$ cat config.mk
export PLATFORM = sky130hd
export DESIGN_NAME = record_selection_sort_desc_unit_flat
export DESIGN_NICKNAME = d
export VERILOG_FILES = /design/src/hw/rtl/rss_pkg.sv /design/src/hw/rtl/rss_if.sv /design/src/hw/rtl/record_selection_sort_desc_unit.sv /design/src/hw/rtl/rss_ram.sv /design/src/hw/rtl/rss_seq.sv /design/src/flat_wrapper.sv
export SDC_FILE = /design/constraint.sdc
export NUM_CORES = 2
export LEC_CHECK = 0
export ABC_CLOCK_PERIOD_IN_PS = 15600
export BUFFER_PORTS_ARGS = -buffer_cell sky130_fd_sc_hd__buf_2
export CAP_MARGIN = 5
export CORE_MARGIN = 5
export CORE_UTILIZATION = 45
export CTS_CLUSTER_SIZE = 12
export DETAILED_ROUTE_END_ITERATION = 12
export PLACE_DENSITY = 0.59
export REMOVE_ABC_BUFFERS = 1
export SYNTH_ARGS = -nofsm -noshare
export SYNTH_HDL_FRONTEND = slang
export SYNTH_SLANG_ARGS = --single-unit
$ cat constraint.sdc
create_clock -name clk -period 15.6 [get_ports clk]
set_clock_uncertainty 0.15 [all_clocks]
set_input_delay 3.12 -clock clk [delete_from_list [all_inputs] [get_ports clk]]
set_output_delay 3.12 -clock clk [all_outputs]
set_load 0.02 [all_outputs]
$ cat src/hw/rtl/rss_pkg.sv
// Package for the record selection sort block: sizes, record type and sequencer states.
// No dependencies; every other file of the block except rss_ram uses it.
package rss_pkg;

	localparam int unsigned MAX_RECORDS = 64;
	localparam int unsigned TAG_BITS    = 16;

	localparam int unsigned KEY_W     = 32;
	localparam int unsigned OUT_TAG_W = 16;
	localparam int unsigned TAG_W     = (TAG_BITS < OUT_TAG_W) ? TAG_BITS : OUT_TAG_W;
	localparam int unsigned IDX_W     = $clog2(MAX_RECORDS);
	localparam int unsigned CNT_W     = $clog2(MAX_RECORDS + 1);

	typedef struct packed {
		logic signed [KEY_W-1:0] key;
		logic [TAG_W-1:0]        tag;
	} rec_t;

	localparam int unsigned REC_W = $bits(rec_t);

	typedef enum logic [2:0] {
		ST_LOAD,
		ST_SCAN,
		ST_DRAIN,
		ST_SWAP_A,
		ST_SWAP_B,
		ST_EMIT_RD,
		ST_EMIT_LD
	} state_t;

endpackage

$ cat src/hw/rtl/rss_if.sv
// Valid/ready channel interfaces for incoming records and sorted results.
// Depends on rss_pkg for field widths.
interface rss_in_if;
	logic                            valid;
	logic                            ready;
	logic signed [rss_pkg::KEY_W-1:0] salary_key;
	logic [rss_pkg::OUT_TAG_W-1:0]    record_tag;
	logic                            last_record;

	modport source (output valid, output salary_key, output record_tag, output last_record,
		input ready);
	modport sink (input valid, input salary_key, input record_tag, input last_record,
		output ready);
endinterface

interface rss_out_if;
	logic                            valid;
	logic                            ready;
	logic signed [rss_pkg::KEY_W-1:0] sorted_key;
	logic [rss_pkg::OUT_TAG_W-1:0]    sorted_tag;
	logic                            end_of_run;
	logic                            overflowed;

	modport source (output valid, output sorted_key, output sorted_tag, output end_of_run,
		output overflowed, input ready);
	modport sink (input valid, input sorted_key, input sorted_tag, input end_of_run,
		input overflowed, output ready);
endinterface

$ cat src/hw/rtl/record_selection_sort_desc_unit.sv
// Top level of the descending record sorter: record RAM plus load/sort/emit sequencer.
// Depends on rss_pkg, rss_if, rss_ram and rss_seq.
//
// Usage: records enter on in_rec (valid/ready) as a signed salary_key with a record_tag.
// Each accepted transaction is stored while in_rec.ready is high. The
// transaction with last_record set closes the set; in_rec.ready then drops while the
// set of N held records is sorted into descending key order and emitted on out_rec.
// Up to 64 records are held; records beyond that are dropped and every result of the
// set shows overflowed. end_of_run marks the final result of the set.
// Throughput: loading is one record per cycle. The sort makes N-1 passes over the
// single read port of the record RAM; each pass scans the unsorted part, drains the
// read latency, then makes two swap writes. Emission reads each result from the RAM
// and loads it into the output register.
// A stalled receiver holds the result in the output register and the sequencer waits;
// nothing is lost. in_rec.ready returns right after the last result is loaded.
// Reset: asynchronous, active low; clears the record count, overflow flag and
// sequencer. The RAM is not cleared; only entries written in the current set are read.
module record_selection_sort_desc_unit (
	input  logic      clk,
	input  logic      arst_n,
	rss_in_if.sink    in_rec,
	rss_out_if.source out_rec
);
	import rss_pkg::*;

	logic             ram_we, ram_re;
	logic [IDX_W-1:0] ram_waddr, ram_raddr;
	rec_t             ram_wdata, ram_rdata;

	rss_seq u_seq (
		.clk       (clk),
		.arst_n    (arst_n),
		.in_rec    (in_rec),
		.out_rec   (out_rec),
		.ram_we    (ram_we),
		.ram_waddr (ram_waddr),
		.ram_wdata (ram_wdata),
		.ram_re    (ram_re),
		.ram_raddr (ram_raddr),
		.ram_rdata (ram_rdata)
	);

	rss_ram #(
		.DEPTH (MAX_RECORDS),
		.WIDTH (REC_W)
	) u_ram (
		.clk   (clk),
		.we    (ram_we),
		.waddr (ram_waddr),
		.wdata (ram_wdata),
		.re    (ram_re),
		.raddr (ram_raddr),
		.rdata (ram_rdata)
	);

endmodule

$ cat src/hw/rtl/rss_ram.sv
// Generic simple dual-port RAM: one write port, one read port, registered read data.
// No dependencies.
module rss_ram #(
	parameter int unsigned DEPTH = 64,
	parameter int unsigned WIDTH = 8,
	localparam int unsigned AW = $clog2(DEPTH)
) (
	input  logic             clk,
	input  logic             we,
	input  logic [AW-1:0]    waddr,
	input  logic [WIDTH-1:0] wdata,
	input  logic             re,
	input  logic [AW-1:0]    raddr,
	output logic [WIDTH-1:0] rdata
);

	logic [WIDTH-1:0] mem [DEPTH];

	always_ff @(posedge clk) begin
		if (we) begin
			mem[waddr] <= wdata;
		end
	end

	always_ff @(posedge clk) begin
		if (re) begin
			rdata <= mem[raddr];
		end
	end

endmodule

$ cat src/hw/rtl/rss_seq.sv
// Load, selection-sort and emit sequencer with the compare stage and output register.
// Depends on rss_pkg and rss_if; drives the record RAM ports.
module rss_seq (
	input  logic                      clk,
	input  logic                      arst_n,
	rss_in_if.sink                    in_rec,
	rss_out_if.source                 out_rec,
	output logic                      ram_we,
	output logic [rss_pkg::IDX_W-1:0] ram_waddr,
	output rss_pkg::rec_t             ram_wdata,
	output logic                      ram_re,
	output logic [rss_pkg::IDX_W-1:0] ram_raddr,
	input  rss_pkg::rec_t             ram_rdata
);
	import rss_pkg::*;

	state_t                  state_q, state_nx;
	logic [CNT_W-1:0]        count_q, n_q, pos_q, scan_q, emit_q;
	logic                    ovf_q, set_ovf_q;
	logic [IDX_W-1:0]        best_idx_q;
	rec_t                    best_rec_q, pos_rec_q;
	logic                    rd_vld_s1, rd_first_s1;
	logic [IDX_W-1:0]        rd_idx_s1;
	logic                    out_valid_q;
	logic signed [KEY_W-1:0] out_key_q;
	logic [OUT_TAG_W-1:0]    out_tag_q;
	logic                    out_end_q, out_ovf_q;
	logic                    in_acc, room, out_take, emit_last, more_pos;
	logic [CNT_W-1:0]        count_nx;
	rec_t                    in_data;

	assign in_acc    = in_rec.valid && in_rec.ready;
	assign room      = (count_q != CNT_W'(MAX_RECORDS));
	assign count_nx  = count_q + CNT_W'(room);
	assign out_take  = out_valid_q && out_rec.ready;
	assign emit_last = (emit_q == n_q - CNT_W'(1));
	assign more_pos  = ((CNT_W + 1)'(pos_q) + (CNT_W + 1)'(2)) < (CNT_W + 1)'(n_q);
	assign in_data.key = in_rec.salary_key;
	assign in_data.tag = in_rec.record_tag[TAG_W-1:0];

	assign out_rec.valid      = out_valid_q;
	assign out_rec.sorted_key = out_key_q;
	assign out_rec.sorted_tag = out_tag_q;
	assign out_rec.end_of_run = out_end_q;
	assign out_rec.overflowed = out_ovf_q;

	always_ff @(posedge clk or negedge arst_n) begin
		if (!arst_n) begin
			state_q <= ST_LOAD;
		end else begin
			state_q <= state_nx;
		end
	end

	always_comb begin
		state_nx     = state_q;
		in_rec.ready = 1'b0;
		ram_we       = 1'b0;
		ram_waddr    = count_q[IDX_W-1:0];
		ram_wdata    = in_data;
		ram_re       = 1'b0;
		ram_raddr    = scan_q[IDX_W-1:0];
		case (state_q)
			ST_LOAD: begin
				in_rec.ready = 1'b1;
				ram_we       = in_acc && room;
				if (in_acc && in_rec.last_record) begin
					state_nx = (count_nx == CNT_W'(1)) ? ST_EMIT_RD : ST_SCAN;
				end
			end
			ST_SCAN: begin
				ram_re = 1'b1;
				if (scan_q == n_q - CNT_W'(1)) begin
					state_nx = ST_DRAIN;
				end
			end
			ST_DRAIN: begin
				state_nx = ST_SWAP_A;
			end
			ST_SWAP_A: begin
				ram_we    = 1'b1;
				ram_waddr = best_idx_q;
				ram_wdata = pos_rec_q;
				state_nx  = ST_SWAP_B;
			end
			ST_SWAP_B: begin
				ram_we    = 1'b1;
				ram_waddr = pos_q[IDX_W-1:0];
				ram_wdata = best_rec_q;
				state_nx  = more_pos ? ST_SCAN : ST_EMIT_RD;
			end
			ST_EMIT_RD: begin
				ram_raddr = emit_q[IDX_W-1:0];
				if (!out_valid_q || out_rec.ready) begin
					ram_re   = 1'b1;
					state_nx = ST_EMIT_LD;
				end
			end
			ST_EMIT_LD: begin
				state_nx = emit_last ? ST_LOAD : ST_EMIT_RD;
			end
			default: begin
				state_nx = ST_LOAD;
			end
		endcase
	end

	always_ff @(posedge clk or negedge arst_n) begin
		if (!arst_n) begin
			count_q     <= '0;
			ovf_q       <= 1'b0;
			set_ovf_q   <= 1'b0;
			n_q         <= '0;
			pos_q       <= '0;
			scan_q      <= '0;
			emit_q      <= '0;
			out_valid_q <= 1'b0;
			rd_vld_s1   <= 1'b0;
		end else begin
			rd_vld_s1 <= (state_q == ST_SCAN);
			if (state_q == ST_LOAD && in_acc) begin
				if (in_rec.last_record) begin
					n_q       <= count_nx;
					set_ovf_q <= ovf_q | !room;
					count_q   <= '0;
					ovf_q     <= 1'b0;
					pos_q     <= '0;
					scan_q    <= '0;
					emit_q    <= '0;
				end else begin
					count_q <= count_nx;
					ovf_q   <= ovf_q | !room;
				end
			end
			if (state_q == ST_SCAN) begin
				scan_q <= scan_q + CNT_W'(1);
			end
			if (state_q == ST_SWAP_B) begin
				pos_q  <= pos_q + CNT_W'(1);
				scan_q <= pos_q + CNT_W'(1);
			end
			if (state_q == ST_EMIT_LD) begin
				emit_q      <= emit_q + CNT_W'(1);
				out_valid_q <= 1'b1;
			end else if (out_take) begin
				out_valid_q <= 1'b0;
			end
		end
	end

	always_ff @(posedge clk) begin
		rd_idx_s1   <= scan_q[IDX_W-1:0];
		rd_first_s1 <= (scan_q == pos_q);
		if (rd_vld_s1) begin
			if (rd_first_s1 || ($signed(ram_rdata.key) > $signed(best_rec_q.key))) begin
				best_rec_q <= ram_rdata;
				best_idx_q <= rd_idx_s1;
			end
			if (rd_first_s1) begin
				pos_rec_q <= ram_rdata;
			end
		end
		if (state_q == ST_EMIT_LD) begin
			out_key_q <= ram_rdata.key;
			out_tag_q <= OUT_TAG_W'(ram_rdata.tag);
			out_end_q <= emit_last;
			out_ovf_q <= set_ovf_q;
		end
	end

endmodule

$ cat src/flat_wrapper.sv
// flat-port wrapper written by rule: the top's interface ports become plain ports
module record_selection_sort_desc_unit_flat import rss_pkg::*;
  (clk, arst_n, in_rec_valid, in_rec_salary_key, in_rec_record_tag, in_rec_last_record, in_rec_ready, out_rec_valid, out_rec_sorted_key, out_rec_sorted_tag, out_rec_end_of_run, out_rec_overflowed, out_rec_ready);
  rss_in_if in_rec_i ();
  rss_out_if out_rec_i ();
  input  logic clk;
  input  logic arst_n;
  input wire logic [$bits(in_rec_i.valid)-1:0] in_rec_valid;
  input wire logic [$bits(in_rec_i.salary_key)-1:0] in_rec_salary_key;
  input wire logic [$bits(in_rec_i.record_tag)-1:0] in_rec_record_tag;
  input wire logic [$bits(in_rec_i.last_record)-1:0] in_rec_last_record;
  output wire logic [$bits(in_rec_i.ready)-1:0] in_rec_ready;
  output wire logic [$bits(out_rec_i.valid)-1:0] out_rec_valid;
  output wire logic [$bits(out_rec_i.sorted_key)-1:0] out_rec_sorted_key;
  output wire logic [$bits(out_rec_i.sorted_tag)-1:0] out_rec_sorted_tag;
  output wire logic [$bits(out_rec_i.end_of_run)-1:0] out_rec_end_of_run;
  output wire logic [$bits(out_rec_i.overflowed)-1:0] out_rec_overflowed;
  input wire logic [$bits(out_rec_i.ready)-1:0] out_rec_ready;
  assign in_rec_i.valid = in_rec_valid;
  assign in_rec_i.salary_key = in_rec_salary_key;
  assign in_rec_i.record_tag = in_rec_record_tag;
  assign in_rec_i.last_record = in_rec_last_record;
  assign in_rec_ready = in_rec_i.ready;
  assign out_rec_valid = out_rec_i.valid;
  assign out_rec_sorted_key = out_rec_i.sorted_key;
  assign out_rec_sorted_tag = out_rec_i.sorted_tag;
  assign out_rec_end_of_run = out_rec_i.end_of_run;
  assign out_rec_overflowed = out_rec_i.overflowed;
  assign out_rec_i.ready = out_rec_ready;
  record_selection_sort_desc_unit u_core (.clk(clk), .arst_n(arst_n), .in_rec(in_rec_i), .out_rec(out_rec_i));
endmodule
==> run_results.csv <==
group,metric,value,unit
critical_path,setup.worst_path.start,"u_core.u_seq.state_q[1]",
clocking,post_cts.repair.setup_buffers,0,
clocking,cts.sinks,3321,
layout,multi_input_area,26990,um^2
layout,final_cell_mix,"edfxtp_1, mux2i_1, o22ai_1, clkbuf_16, buf_4",
clocking,post_cts_resized,0,
sta,slew_headroom,8.430,%
clocking,clkTransAtPathRegs,0.06,ns
route,first_pass_iters,6,
critical_path,r2r_start,"u_core.u_seq.state_q[1]",
synthesis,synth-simple-area-share,1.450,%
critical_path,cp-start-kind,"register",
place,port_buffers,104,
layout,layout_commonest_cell,"edfxtp_1",
layout,drive_gt1_share,12.73,%
critical_path,rrSetupSlack,7.92,ns
clocking,clk_latency,0.94,ns
synthesis,synth_xor_area_share,0.2752,%
clocking,cts_hold_buf,0,
critical_path,crit_arrival,8.12,ns
hold_path,min_path_cells,0,
synthesis,synth_compound_area_share,5.996,%
place,place_congestion,0.8588,
layout,seq_area,99450,um^2
critical_path,crit_fanout,130,
sta,setup_viol,0,
sta,period_needed,7.680,ns
synthesis,avgSynthCellArea,18.37,um^2
layout,fin_cells,11250,
critical_path,end_kind,"register",
hold_path,hp-start,"u_core.u_seq.rd_idx_s1[0]",
route,vias,69720,
clocking,clockBufferDepth,4,
route,drc,0,
clocking,cts_buffers,349,
hold_path,worstHoldEndpoint,"u_core.u_seq.best_idx_q[0]",
sta,tightest_slew,1.356,ns
flow_run,max_cap_viol_count,0,
synthesis,synth_top_family_by_area,"multiplexers",
global_route,grt_max_degree,131,
layout,area_delta_synth_final,13.45,%
synthesis,ys_warn_count,0,
synthesis,synthAdderAreaFrac,0.4520,%
synthesis,synthMuxAreaShare,12.12,%
synthesis,synthFlopType,"edfxtp_1",
route,via_per_inst,6.200,
sta,period_share,49.23,%
global_route,grt_first_pass_wirelength,535700,um
synthesis,ys_seq_area_share,78.11,%
pwr,ir_drop,0.1507,mV
global_route,grtUsageTotal,25.82,%
clocking,cts_tree,"yes",
synthesis,synth_top_cell_by_area,"edfxtp_1",
hold_path,worstHoldPathType,"register to register",
route,ant_nets,0,
route,routedWlPerCell,34.61,um
clocking,cts-root-buf,"clkbuf_16",
synthesis,synth_area_leaders,"edfxtp_1, mux2i_1, o22ai_1",
synthesis,ys_ff_latch,3321,
route,drtIter0Drc,8985,
sta,worst_slack,7.920,ns
floorplanning,chipWidth,541.9,um
pwr,p_leak,0.05234,uW
global_route,grt_antenna_before_repair,30,
outcome,status,"complete, no violations",
place,place_inst,10640,
synthesis,synth_top_area_share,77.17,%
route,wl,389200,um
sta,hold_violations,0,
floorplanning,rows,195,
floorplanning,initial_utilization,45.14,%
critical_path,critPathRequiredTime,16.04,ns
place,pre_cts_ws,8.039,ns
global_route,grt_overflow_total,0,
synthesis,synth_edf_count,3272,
critical_path,r2r_end,"u_core.u_ram.rdata[11]",
layout,fillCellCount,22680,
floorplanning,core-area,282000,um^2
pwr,cellPowerDensity,187.0,nW/um^2
sta,fmax,130.2,MHz
critical_path,rr_worst_depth,11,
synthesis,syn-cell-area,127300,um^2
layout,nets,7344,
place,place_hpwl,223500,um
clocking,h-tree-depth,5,
synthesis,synthArstFlopShare,1.265,%
synthesis,synthDistinctLibCells,58,
synthesis,syn_inst,6931,
critical_path,crit_type,"register to register",
sta,drv_slew,0,
floorplanning,die-area,293700,um^2
layout,postLayoutCoreUtil,51.21,%
floorplanning,boundaryPins,105,
floorplanning,die_y,541.9,um
global_route,grt_pass1_vias,66930,
sta,grt_setup_unrepaired,"false",
[routing by layer]
metal / up-vias / share of wire [%] / routed length (um) / GRT usage [%]
li1: 28940 / - / - / -
met5: - / 0.013 / 50 / 0
met1: 36640 / 42 / 162300 / 37.89
met2: 3595 / 45 / 176900 / 39.68
met3: 537 / 9.8 / 38270 / 4.951
met4: 8 / 3.0 / 11710 / 7.142
[state kept, by name (all words and copies together) (netlist names), 3 cells and up]
| signal | count |
|---|---|
| u_core.u_seq.out_rec.sorted_key | 32 |
| u_core.u_seq.emit_q | 7 |
| u_core.u_seq.rd_idx_s1 | 6 |
| u_core.u_ram.rdata | 48 |
| u_core.u_ram.mem | 3072 |
| u_core.u_seq.pos_q | 7 |
| u_core.u_seq.count_q | 7 |
| u_core.u_seq.n_q | 7 |
| u_core.u_seq.best_idx_q | 6 |
| u_core.u_seq.best_rec_q | 48 |
| u_core.u_seq.pos_rec_q | 48 |
| u_core.u_seq.out_rec.sorted_tag | 16 |
| u_core.u_seq.scan_q | 7 |
| u_core.u_seq.state_q | 3 |
[stage by stage]
step	hold WS [ns]	instance area, um^2	setup TNS [ns]	power (uW)
after detailed placement	0.2387	134000	0	19350
after CTS	0.2487	144400	0	27030
after global placement	0.2391	133800	0	19190
after global routing	0.2557	144400	0	27830
after floorplan	0.2355	125500	-4923.60	18290
final	0.2478	144400	0	27010
[synth_stat cells (all sizes together) (5+ instances only)]
library cell and number:
nand2b 11, o221ai 7, nand3b 7, o21ai 45
a21oi 12, o22ai 769, a21o 6, a31oi 8
edfxtp 3272, nand2 165, and3 7, mux2i 1538
dfrtp 42, nor2 104, o41ai 193, ha 46
nor2b 5, xnor2 27, nand3 22, xor2 13
buf 212, a22oi 48, o211ai 5, o31ai 6
dfxtp 7, nor3 11, nand4 58, inv 48
clkbuf 191
[where the power goes]
| part | switching [uW] | total, uW | internal [uW] |
|---|---|---|---|
| logic | 5180 | 7240 | 2060 |
| clock network | 3460 | 7750 | 4290 |
| registers | 411 | 12000 | 11600 |
| total | 9060 | 27000 | 18000 |
[final cells by class]
cell class | instances | area share, %
flip-flops and latches | 3321 | 68.85
multi-input cells | 3159 | 18.69
clock buffers | 453 | 6.331
well taps | 3743 | 3.242
repair buffers | 366 | 1.836
clock inverters | 142 | 0.9078
inverters | 48 | 0.1282
diodes | 13 | 0.02252
[critical path, cell delays in order, from the launching register on]
cell      delay [ns]
dfrtp_1         0.65
nand3b_4        0.41
mux2i_4         0.86
buf_12          0.74
buf_12          0.57
buf_4           0.78
buf_4           0.83
mux2i_1         0.28
o22ai_1         0.15
o41ai_1         1.07
buf_4           0.26
nand4_1         0.09
[kinds of logic after synthesis]
family / after synthesis
buffers and inverters: 451
adder cells (fa/ha/maj): 46
flip-flops: 3321
AO/OA/AOI/OAI: 1127
multiplexers: 1541
XOR/XNOR: 40
AND/OR/NAND/NOR: 405
[how the worst max path moves through the flow]
| stage | slack [ns] | endpoint | cells after the start |
|---|---|---|---|
| 2_1_floorplan | -102.58 | u_core.u_ram.rdata[0] | 6 |
| 3_3_place_gp | 8.11 | u_core.u_ram.rdata[36] | 11 |
| 3_5_place_dp | 8.04 | u_core.u_ram.rdata[11] | 11 |
| 4_1_cts | 8.04 | u_core.u_ram.rdata[11] | 11 |
| 5_1_grt | 7.83 | u_core.u_ram.rdata[11] | 11 |
| 6_report | 7.92 | u_core.u_ram.rdata[11] | 11 |
(Power assumes the default switching activity.)
